--- config.mk ---
export PLATFORM = sky130hd
export DESIGN_NAME = modular_square_root_flat
export DESIGN_NICKNAME = d
export VERILOG_FILES = /design/src/rtl/core/msqrt_pkg.sv /design/src/rtl/core/msqrt_if.sv /design/src/rtl/core/msqrt_mulmod.sv /design/src/rtl/core/msqrt_reduce.sv /design/src/rtl/core/modular_square_root.sv /design/src/flat_wrapper.sv
export SDC_FILE = /design/constraint.sdc
export NUM_CORES = 2
export LEC_CHECK = 0
export BUFFER_PORTS_ARGS = -buffer_cell sky130_fd_sc_hd__buf_4
export CORE_UTILIZATION = 42
export DETAILED_ROUTE_END_ITERATION = 12
export SYNTH_ARGS = -nofsm -noshare
export SYNTH_HDL_FRONTEND = slang
export SYNTH_HIERARCHICAL = 1
export SYNTH_SLANG_ARGS = --single-unit
--- constraint.sdc ---
create_clock -name i_clk -period 12.7 [get_ports i_clk]
set_clock_uncertainty 0.15 [all_clocks]
set_input_delay 1.27 -clock i_clk [delete_from_list [all_inputs] [get_ports i_clk]]
set_output_delay 1.27 -clock i_clk [all_outputs]
set_load 0.02 [all_outputs]
--- src/rtl/core/msqrt_pkg.sv ---
// shared types and constants of the modular square root block
// no dependencies
package msqrt_pkg;

    localparam int WIDTH_DEF    = 32;
    localparam int FIELD_W      = 32;
    localparam int NONRES_LIMIT = 1024;
    localparam int NR_W         = 11;

    localparam logic STATUS_OK   = 1'b0;
    localparam logic STATUS_NOSQ = 1'b1;

    typedef enum logic [24:0] {
        S_IDLE   = 25'b1 << 0,
        S_RWAIT  = 25'b1 << 1,
        S_FACT   = 25'b1 << 2,
        S_POW    = 25'b1 << 3,
        S_PACC   = 25'b1 << 4,
        S_PSQ    = 25'b1 << 5,
        S_MWAIT  = 25'b1 << 6,
        S_EULER  = 25'b1 << 7,
        S_ROOT3  = 25'b1 << 8,
        S_SEARCH = 25'b1 << 9,
        S_NRCHK  = 25'b1 << 10,
        S_GOTZ   = 25'b1 << 11,
        S_GOTR   = 25'b1 << 12,
        S_GOTT   = 25'b1 << 13,
        S_LOOP   = 25'b1 << 14,
        S_FIND   = 25'b1 << 15,
        S_FINDW  = 25'b1 << 16,
        S_BSQ    = 25'b1 << 17,
        S_BSQW   = 25'b1 << 18,
        S_UPR    = 25'b1 << 19,
        S_UPZ    = 25'b1 << 20,
        S_UPT    = 25'b1 << 21,
        S_VERIFY = 25'b1 << 22,
        S_CHECK  = 25'b1 << 23,
        S_DONE   = 25'b1 << 24
    } t_state;

endpackage

--- src/rtl/core/msqrt_if.sv ---
// valid/ready channel interfaces for items in and results out
// depends on msqrt_pkg for field widths
interface msqrt_in_if;
    logic                            valid;
    logic                            ready;
    logic [msqrt_pkg::FIELD_W-1:0]   prime;
    logic [msqrt_pkg::FIELD_W-1:0]   residue;
    modport source (output valid, output prime, output residue, input ready);
    modport sink   (input valid, input prime, input residue, output ready);
endinterface

interface msqrt_out_if;
    logic                            valid;
    logic                            ready;
    logic [msqrt_pkg::FIELD_W-1:0]   root_low;
    logic [msqrt_pkg::FIELD_W-1:0]   root_high;
    logic                            status;
    modport source (output valid, output root_low, output root_high, output status,
                    input ready);
    modport sink   (input valid, input root_low, input root_high, input status,
                    output ready);
endinterface

--- src/rtl/core/msqrt_mulmod.sv ---
// bit-serial modular multiplier, one multiplier bit per cycle
// operands must be below the modulus; no package dependency
module msqrt_mulmod #(
    parameter int WIDTH = 32
) (
    input  logic             i_clk,
    input  logic             i_rst_n,
    input  logic             i_start,
    input  logic [WIDTH-1:0] i_x,
    input  logic [WIDTH-1:0] i_y,
    input  logic [WIDTH-1:0] i_m,
    output logic             o_done,
    output logic [WIDTH-1:0] o_prod
);
    localparam int CNT_W = $clog2(WIDTH + 1);

    logic [WIDTH-1:0] r_acc, n_acc, r_x, n_x, r_y, n_y;
    logic [CNT_W-1:0] r_cnt, n_cnt;
    logic             r_done, n_done;

    function automatic logic [WIDTH-1:0] add_mod(input logic [WIDTH-1:0] a,
                                                 input logic [WIDTH-1:0] b,
                                                 input logic [WIDTH-1:0] m);
        logic [WIDTH:0] sum;
        sum = {1'b0, a} + {1'b0, b};
        if (sum >= {1'b0, m}) begin
            sum = sum - {1'b0, m};
        end
        return sum[WIDTH-1:0];
    endfunction

    always_comb begin
        n_acc  = r_acc;
        n_x    = r_x;
        n_y    = r_y;
        n_cnt  = r_cnt;
        n_done = 1'b0;
        if (i_start) begin
            n_acc = '0;
            n_x   = i_x;
            n_y   = i_y;
            n_cnt = CNT_W'(WIDTH);
        end else if (r_cnt != '0) begin
            if (r_y[0]) begin
                n_acc = add_mod(r_acc, r_x, i_m);
            end
            n_x    = add_mod(r_x, r_x, i_m);
            n_y    = r_y >> 1;
            n_cnt  = r_cnt - 1'b1;
            n_done = (r_cnt == CNT_W'(1));
        end
    end

    always_ff @(posedge i_clk) begin
        if (!i_rst_n) begin
            r_cnt  <= '0;
            r_done <= 1'b0;
        end else begin
            r_cnt  <= n_cnt;
            r_done <= n_done;
        end
        r_acc <= n_acc;
        r_x   <= n_x;
        r_y   <= n_y;
    end

    assign o_done = r_done;
    assign o_prod = r_acc;
endmodule

--- src/rtl/core/msqrt_reduce.sv ---
// restoring remainder unit, one dividend bit per cycle
// no package dependency
module msqrt_reduce #(
    parameter int WIDTH = 32
) (
    input  logic             i_clk,
    input  logic             i_rst_n,
    input  logic             i_start,
    input  logic [WIDTH-1:0] i_value,
    input  logic [WIDTH-1:0] i_m,
    output logic             o_done,
    output logic [WIDTH-1:0] o_rem
);
    localparam int CNT_W = $clog2(WIDTH + 1);

    logic [WIDTH-1:0] r_rem, n_rem, r_val, n_val;
    logic [CNT_W-1:0] r_cnt, n_cnt;
    logic             r_done, n_done;
    logic [WIDTH:0]   shifted;

    always_comb begin
        n_rem   = r_rem;
        n_val   = r_val;
        n_cnt   = r_cnt;
        n_done  = 1'b0;
        shifted = {r_rem, r_val[WIDTH-1]};
        if (i_start) begin
            n_rem = '0;
            n_val = i_value;
            n_cnt = CNT_W'(WIDTH);
        end else if (r_cnt != '0) begin
            if (shifted >= {1'b0, i_m}) begin
                shifted = shifted - {1'b0, i_m};
            end
            n_rem  = shifted[WIDTH-1:0];
            n_val  = r_val << 1;
            n_cnt  = r_cnt - 1'b1;
            n_done = (r_cnt == CNT_W'(1));
        end
    end

    always_ff @(posedge i_clk) begin
        if (!i_rst_n) begin
            r_cnt  <= '0;
            r_done <= 1'b0;
        end else begin
            r_cnt  <= n_cnt;
            r_done <= n_done;
        end
        r_rem <= n_rem;
        r_val <= n_val;
    end

    assign o_done = r_done;
    assign o_rem  = r_rem;
endmodule

--- src/rtl/core/modular_square_root.sv ---
// top level: tonelli-shanks modular square root sequencer
// depends on msqrt_pkg, msqrt_if, msqrt_mulmod, msqrt_reduce
//
//  channel   dir  handshake      payload
//  i_in      in   valid/ready    prime, residue
//  o_out     out  valid/ready    root_low, root_high, status
//
// one item at a time; ready is high only while the sequencer is idle
// every modular product passes the launching state, the unit's load step, WIDTH
//   multiplier steps and its done flag; an exponent of e bits takes one product per
//   zero bit and two per one bit
// p = 3 mod 4 runs two exponentiations and a check product; other primes run the
//   euler exponentiation, one exponentiation per non-residue candidate, three more
//   for z, r and t, then the reduction loop and the check product
// synchronous active-low reset clears the sequencer and the output valid
// a stalled output holds its item; the next item may be accepted meanwhile and
//   its result waits in the done state until the output register frees
module modular_square_root #(
    parameter int WIDTH = msqrt_pkg::WIDTH_DEF
) (
    input  logic        i_clk,
    input  logic        i_rst_n,
    msqrt_in_if.sink    i_in,
    msqrt_out_if.source o_out
);
    localparam int SW = $clog2(WIDTH);
    localparam int NW = msqrt_pkg::NR_W;
    localparam int CW = (WIDTH > NW) ? WIDTH : NW;
    localparam int FW = msqrt_pkg::FIELD_W;

    msqrt_pkg::t_state r_state, n_state, r_ret, n_ret, r_pret, n_pret;

    // working values of the current item
    logic [WIDTH-1:0] r_p, n_p, r_a, n_a, r_q, n_q;
    logic [WIDTH-1:0] r_r, n_r, r_t, n_t, r_z, n_z, r_b, n_b, r_sq, n_sq;
    logic [SW-1:0]    r_s, n_s, r_found, n_found, r_k, n_k;
    logic [NW-1:0]    r_i, n_i;
    // exponentiation registers
    logic [WIDTH-1:0] r_pacc, n_pacc, r_pbase, n_pbase, r_pexp, n_pexp;
    // unit launch
    logic             r_mstart, n_mstart, r_rstart, n_rstart;
    logic [WIDTH-1:0] r_mx, n_mx, r_my, n_my;
    // staged result and output register
    logic [WIDTH-1:0] r_low, n_low, r_high, n_high;
    logic             r_fail, n_fail;
    logic             r_ovalid, n_ovalid;
    logic [FW-1:0]    r_olow, n_olow, r_ohigh, n_ohigh;
    logic             r_ostat, n_ostat;

    logic             mul_done, red_done;
    logic [WIDTH-1:0] mul_prod, red_rem, in_p, in_a;
    logic [SW:0]      bsq_need;

    msqrt_mulmod #(.WIDTH(WIDTH)) u_mul (
        .i_clk   (i_clk),
        .i_rst_n (i_rst_n),
        .i_start (r_mstart),
        .i_x     (r_mx),
        .i_y     (r_my),
        .i_m     (r_p),
        .o_done  (mul_done),
        .o_prod  (mul_prod)
    );

    msqrt_reduce #(.WIDTH(WIDTH)) u_red (
        .i_clk   (i_clk),
        .i_rst_n (i_rst_n),
        .i_start (r_rstart),
        .i_value (r_a),
        .i_m     (r_p),
        .o_done  (red_done),
        .o_rem   (red_rem)
    );

    assign in_p     = WIDTH'(64'(i_in.prime));
    assign in_a     = WIDTH'(64'(i_in.residue));
    assign bsq_need = (SW+1)'(r_k) + (SW+1)'(r_found) + (SW+1)'(1);

    always_comb begin
        n_state  = r_state;
        n_ret    = r_ret;
        n_pret   = r_pret;
        n_p      = r_p;
        n_a      = r_a;
        n_q      = r_q;
        n_r      = r_r;
        n_t      = r_t;
        n_z      = r_z;
        n_b      = r_b;
        n_sq     = r_sq;
        n_s      = r_s;
        n_found  = r_found;
        n_k      = r_k;
        n_i      = r_i;
        n_pacc   = r_pacc;
        n_pbase  = r_pbase;
        n_pexp   = r_pexp;
        n_mstart = 1'b0;
        n_rstart = 1'b0;
        n_mx     = r_mx;
        n_my     = r_my;
        n_low    = r_low;
        n_high   = r_high;
        n_fail   = r_fail;
        n_ovalid = r_ovalid;
        n_olow   = r_olow;
        n_ohigh  = r_ohigh;
        n_ostat  = r_ostat;

        if (r_ovalid && o_out.ready) begin
            n_ovalid = 1'b0;
        end

        unique case (r_state)
            msqrt_pkg::S_IDLE: begin
                if (i_in.valid) begin
                    n_p = in_p;
                    n_a = in_a;
                    if (in_p < WIDTH'(2)) begin
                        // modulus below two: not a square
                        n_low   = '0;
                        n_high  = '0;
                        n_fail  = msqrt_pkg::STATUS_NOSQ;
                        n_state = msqrt_pkg::S_DONE;
                    end else begin
                        n_rstart = 1'b1;
                        n_state  = msqrt_pkg::S_RWAIT;
                    end
                end
            end
            msqrt_pkg::S_RWAIT: begin
                if (red_done) begin
                    n_a     = red_rem;
                    n_low   = '0;
                    n_high  = '0;
                    n_fail  = msqrt_pkg::STATUS_OK;
                    n_state = msqrt_pkg::S_DONE;
                    if (r_p == WIDTH'(2)) begin
                        n_low  = red_rem;
                        n_high = red_rem;
                    end else if (red_rem == '0) begin
                        // zero residue: root zero
                    end else if (!r_p[0]) begin
                        n_fail = msqrt_pkg::STATUS_NOSQ;
                    end else begin
                        n_q     = r_p - 1'b1;
                        n_s     = '0;
                        n_state = msqrt_pkg::S_FACT;
                    end
                end
            end
            msqrt_pkg::S_FACT: begin
                // strip factors of two from p-1, one per cycle
                if (!r_q[0]) begin
                    n_q = r_q >> 1;
                    n_s = r_s + 1'b1;
                end else begin
                    n_pacc  = WIDTH'(1);
                    n_pbase = r_a;
                    n_pexp  = (r_p - 1'b1) >> 1;
                    n_pret  = msqrt_pkg::S_EULER;
                    n_state = msqrt_pkg::S_POW;
                end
            end
            msqrt_pkg::S_POW: begin
                // right-to-left square and multiply
                if (r_pexp == '0) begin
                    n_state = r_pret;
                end else begin
                    n_mstart = 1'b1;
                    n_state  = msqrt_pkg::S_MWAIT;
                    if (r_pexp[0]) begin
                        n_mx  = r_pacc;
                        n_my  = r_pbase;
                        n_ret = msqrt_pkg::S_PACC;
                    end else begin
                        n_mx  = r_pbase;
                        n_my  = r_pbase;
                        n_ret = msqrt_pkg::S_PSQ;
                    end
                end
            end
            msqrt_pkg::S_PACC: begin
                n_pacc   = mul_prod;
                n_mx     = r_pbase;
                n_my     = r_pbase;
                n_mstart = 1'b1;
                n_ret    = msqrt_pkg::S_PSQ;
                n_state  = msqrt_pkg::S_MWAIT;
            end
            msqrt_pkg::S_PSQ: begin
                n_pbase = mul_prod;
                n_pexp  = r_pexp >> 1;
                n_state = msqrt_pkg::S_POW;
            end
            msqrt_pkg::S_MWAIT: begin
                if (mul_done) begin
                    n_state = r_ret;
                end
            end
            msqrt_pkg::S_EULER: begin
                if (r_pacc != WIDTH'(1)) begin
                    n_fail  = msqrt_pkg::STATUS_NOSQ;
                    n_low   = '0;
                    n_high  = '0;
                    n_state = msqrt_pkg::S_DONE;
                end else if (r_s == SW'(1)) begin
                    n_pacc  = WIDTH'(1);
                    n_pbase = r_a;
                    n_pexp  = (r_p >> 2) + 1'b1;
                    n_pret  = msqrt_pkg::S_ROOT3;
                    n_state = msqrt_pkg::S_POW;
                end else begin
                    n_i     = NW'(2);
                    n_state = msqrt_pkg::S_SEARCH;
                end
            end
            msqrt_pkg::S_ROOT3: begin
                n_r     = r_pacc;
                n_t     = WIDTH'(1);
                n_z     = '0;
                n_state = msqrt_pkg::S_VERIFY;
            end
            msqrt_pkg::S_SEARCH: begin
                // least non-residue by euler's criterion
                if ((CW'(r_i) < CW'(r_p))
                        && (r_i < NW'(msqrt_pkg::NONRES_LIMIT))) begin
                    n_pacc  = WIDTH'(1);
                    n_pbase = WIDTH'(r_i);
                    n_pexp  = (r_p - 1'b1) >> 1;
                    n_pret  = msqrt_pkg::S_NRCHK;
                    n_state = msqrt_pkg::S_POW;
                end else begin
                    n_fail  = msqrt_pkg::STATUS_NOSQ;
                    n_low   = '0;
                    n_high  = '0;
                    n_state = msqrt_pkg::S_DONE;
                end
            end
            msqrt_pkg::S_NRCHK: begin
                if (r_pacc == r_p - 1'b1) begin
                    n_pacc  = WIDTH'(1);
                    n_pbase = WIDTH'(r_i);
                    n_pexp  = r_q;
                    n_pret  = msqrt_pkg::S_GOTZ;
                    n_state = msqrt_pkg::S_POW;
                end else begin
                    n_i     = r_i + 1'b1;
                    n_state = msqrt_pkg::S_SEARCH;
                end
            end
            msqrt_pkg::S_GOTZ: begin
                n_z     = r_pacc;
                n_pacc  = WIDTH'(1);
                n_pbase = r_a;
                n_pexp  = (r_q >> 1) + 1'b1;
                n_pret  = msqrt_pkg::S_GOTR;
                n_state = msqrt_pkg::S_POW;
            end
            msqrt_pkg::S_GOTR: begin
                n_r     = r_pacc;
                n_pacc  = WIDTH'(1);
                n_pbase = r_a;
                n_pexp  = r_q;
                n_pret  = msqrt_pkg::S_GOTT;
                n_state = msqrt_pkg::S_POW;
            end
            msqrt_pkg::S_GOTT: begin
                n_t     = r_pacc;
                n_state = msqrt_pkg::S_LOOP;
            end
            msqrt_pkg::S_LOOP: begin
                if (r_t == WIDTH'(1)) begin
                    n_state = msqrt_pkg::S_VERIFY;
                end else begin
                    n_sq    = r_t;
                    n_found = SW'(1);
                    n_state = msqrt_pkg::S_FIND;
                end
            end
            msqrt_pkg::S_FIND: begin
                // least i with t^(2^i) = 1
                if (r_found < r_s) begin
                    n_mx     = r_sq;
                    n_my     = r_sq;
                    n_mstart = 1'b1;
                    n_ret    = msqrt_pkg::S_FINDW;
                    n_state  = msqrt_pkg::S_MWAIT;
                end else begin
                    n_fail  = msqrt_pkg::STATUS_NOSQ;
                    n_low   = '0;
                    n_high  = '0;
                    n_state = msqrt_pkg::S_DONE;
                end
            end
            msqrt_pkg::S_FINDW: begin
                n_sq = mul_prod;
                if (mul_prod == WIDTH'(1)) begin
                    n_b     = r_z;
                    n_k     = '0;
                    n_state = msqrt_pkg::S_BSQ;
                end else begin
                    n_found = r_found + 1'b1;
                    n_state = msqrt_pkg::S_FIND;
                end
            end
            msqrt_pkg::S_BSQ: begin
                n_mstart = 1'b1;
                n_state  = msqrt_pkg::S_MWAIT;
                if (bsq_need < (SW+1)'(r_s)) begin
                    n_mx  = r_b;
                    n_my  = r_b;
                    n_ret = msqrt_pkg::S_BSQW;
                end else begin
                    n_mx  = r_r;
                    n_my  = r_b;
                    n_ret = msqrt_pkg::S_UPR;
                end
            end
            msqrt_pkg::S_BSQW: begin
                n_b     = mul_prod;
                n_k     = r_k + 1'b1;
                n_state = msqrt_pkg::S_BSQ;
            end
            msqrt_pkg::S_UPR: begin
                n_r      = mul_prod;
                n_mx     = r_b;
                n_my     = r_b;
                n_mstart = 1'b1;
                n_ret    = msqrt_pkg::S_UPZ;
                n_state  = msqrt_pkg::S_MWAIT;
            end
            msqrt_pkg::S_UPZ: begin
                n_z      = mul_prod;
                n_mx     = r_t;
                n_my     = mul_prod;
                n_mstart = 1'b1;
                n_ret    = msqrt_pkg::S_UPT;
                n_state  = msqrt_pkg::S_MWAIT;
            end
            msqrt_pkg::S_UPT: begin
                n_t     = mul_prod;
                n_s     = r_found;
                n_state = msqrt_pkg::S_LOOP;
            end
            msqrt_pkg::S_VERIFY: begin
                n_mx     = r_r;
                n_my     = r_r;
                n_mstart = 1'b1;
                n_ret    = msqrt_pkg::S_CHECK;
                n_state  = msqrt_pkg::S_MWAIT;
            end
            msqrt_pkg::S_CHECK: begin
                // root must square back to the residue
                if (mul_prod == r_a) begin
                    n_low  = r_r;
                    n_high = r_p - r_r;
                    n_fail = msqrt_pkg::STATUS_OK;
                end else begin
                    n_low  = '0;
                    n_high = '0;
                    n_fail = msqrt_pkg::STATUS_NOSQ;
                end
                n_state = msqrt_pkg::S_DONE;
            end
            msqrt_pkg::S_DONE: begin
                if (!r_ovalid || o_out.ready) begin
                    n_ovalid = 1'b1;
                    n_olow   = FW'(64'(r_low));
                    n_ohigh  = FW'(64'(r_high));
                    n_ostat  = r_fail;
                    n_state  = msqrt_pkg::S_IDLE;
                end
            end
            default: begin
                n_state = msqrt_pkg::S_IDLE;
            end
        endcase
    end

    always_ff @(posedge i_clk) begin
        if (!i_rst_n) begin
            r_state  <= msqrt_pkg::S_IDLE;
            r_ret    <= msqrt_pkg::S_IDLE;
            r_pret   <= msqrt_pkg::S_IDLE;
            r_mstart <= 1'b0;
            r_rstart <= 1'b0;
            r_ovalid <= 1'b0;
        end else begin
            r_state  <= n_state;
            r_ret    <= n_ret;
            r_pret   <= n_pret;
            r_mstart <= n_mstart;
            r_rstart <= n_rstart;
            r_ovalid <= n_ovalid;
        end
        r_p     <= n_p;
        r_a     <= n_a;
        r_q     <= n_q;
        r_r     <= n_r;
        r_t     <= n_t;
        r_z     <= n_z;
        r_b     <= n_b;
        r_sq    <= n_sq;
        r_s     <= n_s;
        r_found <= n_found;
        r_k     <= n_k;
        r_i     <= n_i;
        r_pacc  <= n_pacc;
        r_pbase <= n_pbase;
        r_pexp  <= n_pexp;
        r_mx    <= n_mx;
        r_my    <= n_my;
        r_low   <= n_low;
        r_high  <= n_high;
        r_fail  <= n_fail;
        r_olow  <= n_olow;
        r_ohigh <= n_ohigh;
        r_ostat <= n_ostat;
    end

    assign i_in.ready      = (r_state == msqrt_pkg::S_IDLE);
    assign o_out.valid     = r_ovalid;
    assign o_out.root_low  = r_olow;
    assign o_out.root_high = r_ohigh;
    assign o_out.status    = r_ostat;
endmodule

--- src/flat_wrapper.sv ---
// flat-port wrapper written by rule: the top's interface ports become plain ports
module modular_square_root_flat 
#(
    parameter int WIDTH = msqrt_pkg::WIDTH_DEF
)
  (i_clk, i_rst_n, i_in_valid, i_in_prime, i_in_residue, i_in_ready, o_out_valid, o_out_root_low, o_out_root_high, o_out_status, o_out_ready);
  msqrt_in_if i_in_i ();
  msqrt_out_if o_out_i ();
  input  logic i_clk;
  input  logic i_rst_n;
  input wire logic [$bits(i_in_i.valid)-1:0] i_in_valid;
  input wire logic [$bits(i_in_i.prime)-1:0] i_in_prime;
  input wire logic [$bits(i_in_i.residue)-1:0] i_in_residue;
  output wire logic [$bits(i_in_i.ready)-1:0] i_in_ready;
  output wire logic [$bits(o_out_i.valid)-1:0] o_out_valid;
  output wire logic [$bits(o_out_i.root_low)-1:0] o_out_root_low;
  output wire logic [$bits(o_out_i.root_high)-1:0] o_out_root_high;
  output wire logic [$bits(o_out_i.status)-1:0] o_out_status;
  input wire logic [$bits(o_out_i.ready)-1:0] o_out_ready;
  assign i_in_i.valid = i_in_valid;
  assign i_in_i.prime = i_in_prime;
  assign i_in_i.residue = i_in_residue;
  assign i_in_ready = i_in_i.ready;
  assign o_out_valid = o_out_i.valid;
  assign o_out_root_low = o_out_i.root_low;
  assign o_out_root_high = o_out_i.root_high;
  assign o_out_status = o_out_i.status;
  assign o_out_i.ready = o_out_ready;
  modular_square_root #(.WIDTH(WIDTH)) u_core (.i_clk(i_clk), .i_rst_n(i_rst_n), .i_in(i_in_i), .o_out(o_out_i));
endmodule
==> impl_metrics.tcl <==
set metrics [dict create \
    status "finished, final reports clean" \
    hpwl_um 137600 \
    setup_viol 0 \
    layout_commonest_cell "edfxtp_1" \
    clock_sinks 790 \
    wl_met2_um 83540 \
    rsz0062_at_grt "false" \
    cpMostUsedCell "a21oi_1" \
    start_util 0.4232 \
    synth_compound_area_frac 0.1768 \
    avgViaCountPerCell 6.414 \
    routabilityCongestion 0.9903 \
    leakage_nw 20.10 \
    rows 124 \
    insertion_delay_ps 690 \
    synth-simple-area-share 0.1679 \
    io_pins 135 \
    area_growth_pct 12.02 \
    fin_nets 5159 \
    synth_area_sq_um 48320 \
    synthCells 4848 \
    power_density_nw_per_um2 274.3 \
    cts_resized 0 \
    first_pass_iters 6 \
    topRoutingLayerUsed "met4" \
    post_cts_buffers 0 \
    ys_ff_latch 790 \
    wl_um 193100 \
    overflow 0 \
    critical_path_class "reg2reg" \
    holdCritPathClass "reg2reg" \
    start_kind "register" \
    worstMarginPinSlew_ps 1297 \
    final_cell_count_no_fill 6482 \
    layout_setup_ws_ps 5889 \
    placed_cell_area_sq_um 51010 \
    drive_gt1_frac 0.1287 \
    syn-num-nets 5119 \
    cap_violations 0 \
    wl_per_cell_um 29.79 \
    worst_setup_path_end_kind "register" \
    grt_usage 0.3226 \
    synth_xor_xnor_area_share 0.05285 \
    synth_top_family_by_area "compound AO/OA/AOI/OAI gates" \
    cts_tree "yes" \
    critical_path_required_ps 13070 \
    fillers 10670 \
    vias 41580 \
    grt_pass1_vias 38780 \
    crit_fanout 24 \
    max_stage_delay_ps 820 \
    fp.dieW_um 341.2 \
    htreeDepth 3 \
    met1Wirelength_um 75240 \
    grt_pass1_wl_um 273800 \
    cts-hold-fix-buffers 0 \
    synth_top_area_cell "edfxtp_1" \
    synthArstFlopShare 0 \
    critPathSlowestCell "nand2_1" \
    vdd_drop_max_uv 209.7 \
    io_buffer_count 134 \
    pre_cts_slack_ps 5949 \
    drv_slew 0 \
    drtIter0Drc 5708 \
    place_inst 6307 \
    cts_root_buffer "clkbuf_16" \
    synthTopCellsByArea "edfxtp_1 (42%), ha_1 (5.1%), nand2_1 (5.1%)" \
    yosysUniqueCellTypes 106 \
    numCtsBuffers 91 \
    clk_pin_slew_ps 70 \
    critPathArrivalTime_ps 7180 \
    synthFlopType "edfxtp_1" \
    die_area_sq_um 116400 \
    ant_nets 0 \
    finalCritPeriodShare 0.5363 \
    fmax_mhz 146.8 \
    mostFrequentLayoutCells "edfxtp_1 (668), nand2_1 (652), nor2_1 (286), a21oi_1 (275), buf_4 (250)" \
    grt_max_degree 96 \
    seq_area_frac_synth 0.4657 \
    synthMuxAreaShare 0.04171 \
    antenna_found_initial 10 \
    fin_area_sq_um 54130 \
    fp.dieH_um 341.2 \
    synth_edf_count 668 \
    fin_crit_ps 6811 \
    synth_top_area_share 0.4151 \
    setup-tns-final_ps 0 \
    met3_length_um 21460 \
    synth.avg_cell_area_sq_um 9.968 \
    crit_chain "ha_1 > and4b_1 > o41ai_1 > nand4_1 > a41oi_1 > o21bai_1 > a21oi_1 > xnor2_1 > ha_1 > and3_1 > nand4_1 > nor4_1 > o21ai_1 > a21oi_1 > or4_1 > nor2_1 > nand2_1 > o211ai_1 > a21oi_1" \
    yosys.area_share.adder 0.05349 \
    core_area_sq_um 114200 \
    hold_viol_final 0 \
    relSlewSlack 0.1272 \
    drc 0 \
    yosys_warnings 6 \
    max-clock-path-buffers 3 \
]
## power breakdown
group | internal (mW) | switching (mW) | total [mW]
Sequential | 3.48 | 0.548 | 4.03
Clock | 1.60 | 1.17 | 2.76
Combinational | 3.01 | 5.04 | 8.05
## layer usage
layer,vias to the layer above,global-route usage
met1,20320,0.4232
met5,-,0.005719
met3,480,0.07650
met2,2559,0.4840
li1,18220,-
met4,0,0.1896
## cell usage after synthesis, drive strengths merged, types with 17 or more instances
cell type  number
a211oi         29
a21boi         18
a21o           85
a21oi         285
a221o          64
a221oi         24
a222oi         25
a22o           87
a22oi          50
a311oi         39
a31oi          39
and2           55
and3           64
buf            49
clkbuf        256
dfxtp         122
edfxtp        668
ha            197
inv           196
mux2          139
mux2i          45
nand2         655
nand2b         43
nand3         129
nand3b         17
nand4          91
nor2          288
nor2b          34
nor3           82
nor4           89
o211ai         35
o21a           32
o21ai         253
o21bai         26
o31ai          17
or2            18
or3            27
xnor2         193
xor2           83
## path summary, 6_finish.rpt
check / startpoint / to / slack (ps) / cells after the start
max: u_core/u_mul/o_prod[4] / u_core/u_mul/o_prod[18] / 5890 / 19
min: u_core/r_low[0] / u_core/o_out.root_low[0] / 250 / 0
max reg2reg: u_core/u_mul/o_prod[4] / u_core/u_mul/o_prod[18] / 5890 / 19
min reg2reg: u_core/r_low[0] / u_core/o_out.root_low[0] / 250 / 0
## stage by stage
| step | power [mW] | hold WS [ps] | util |
|---|---|---|---|
| 6_report | 14.85 | 251.9 | 0.4741 |
| 5_1_grt | 15.63 | 272.7 | 0.4739 |
| 4_1_cts | 14.66 | 253.6 | 0.4739 |
| 3_5_place_dp | 11.86 | 254.5 | 0.4467 |
| 3_3_place_gp | 11.89 | 251.8 | 0.4465 |
| 2_1_floorplan | 9.633 | 250.3 | - |
## cell type report
type | count | area, sq um | area share
Multi-Input combinational cell | 3555 | 23960 | 0.4426
Clock inverter | 55 | 641.9 | 0.01186
Inverter | 198 | 743.2 | 0.01373
Antenna cell | 5 | 12.51 | 0.0002311
Clock buffer | 115 | 2469 | 0.04560
Sequential cell | 790 | 22510 | 0.4158
Timing Repair Buffer | 252 | 1908 | 0.03525
Tap cell | 1512 | 1892 | 0.03495
## critical path, delay by kind of cell (launching register included)
| kind | cells | cell delay [ps] |
|---|---|---|
| adders and majority gates | 2 | 770 |
| xor gates and xnor gates | 1 | 220 |
| and+or+nand+nor | 8 | 2640 |
| AOI/OAI and AO/OA | 8 | 2180 |
| DFF | 1 | 650 |
## cell families after synthesis
logic type | after synthesis
XOR/XNOR | 282
AO/OA/AOI/OAI | 1216
adder cells (fa/ha/maj) | 203
buffers and inverters | 503
flip-flops | 790
AND/OR/NAND/NOR | 1670
multiplexers | 184
Power figures use the tool's default switching activity.
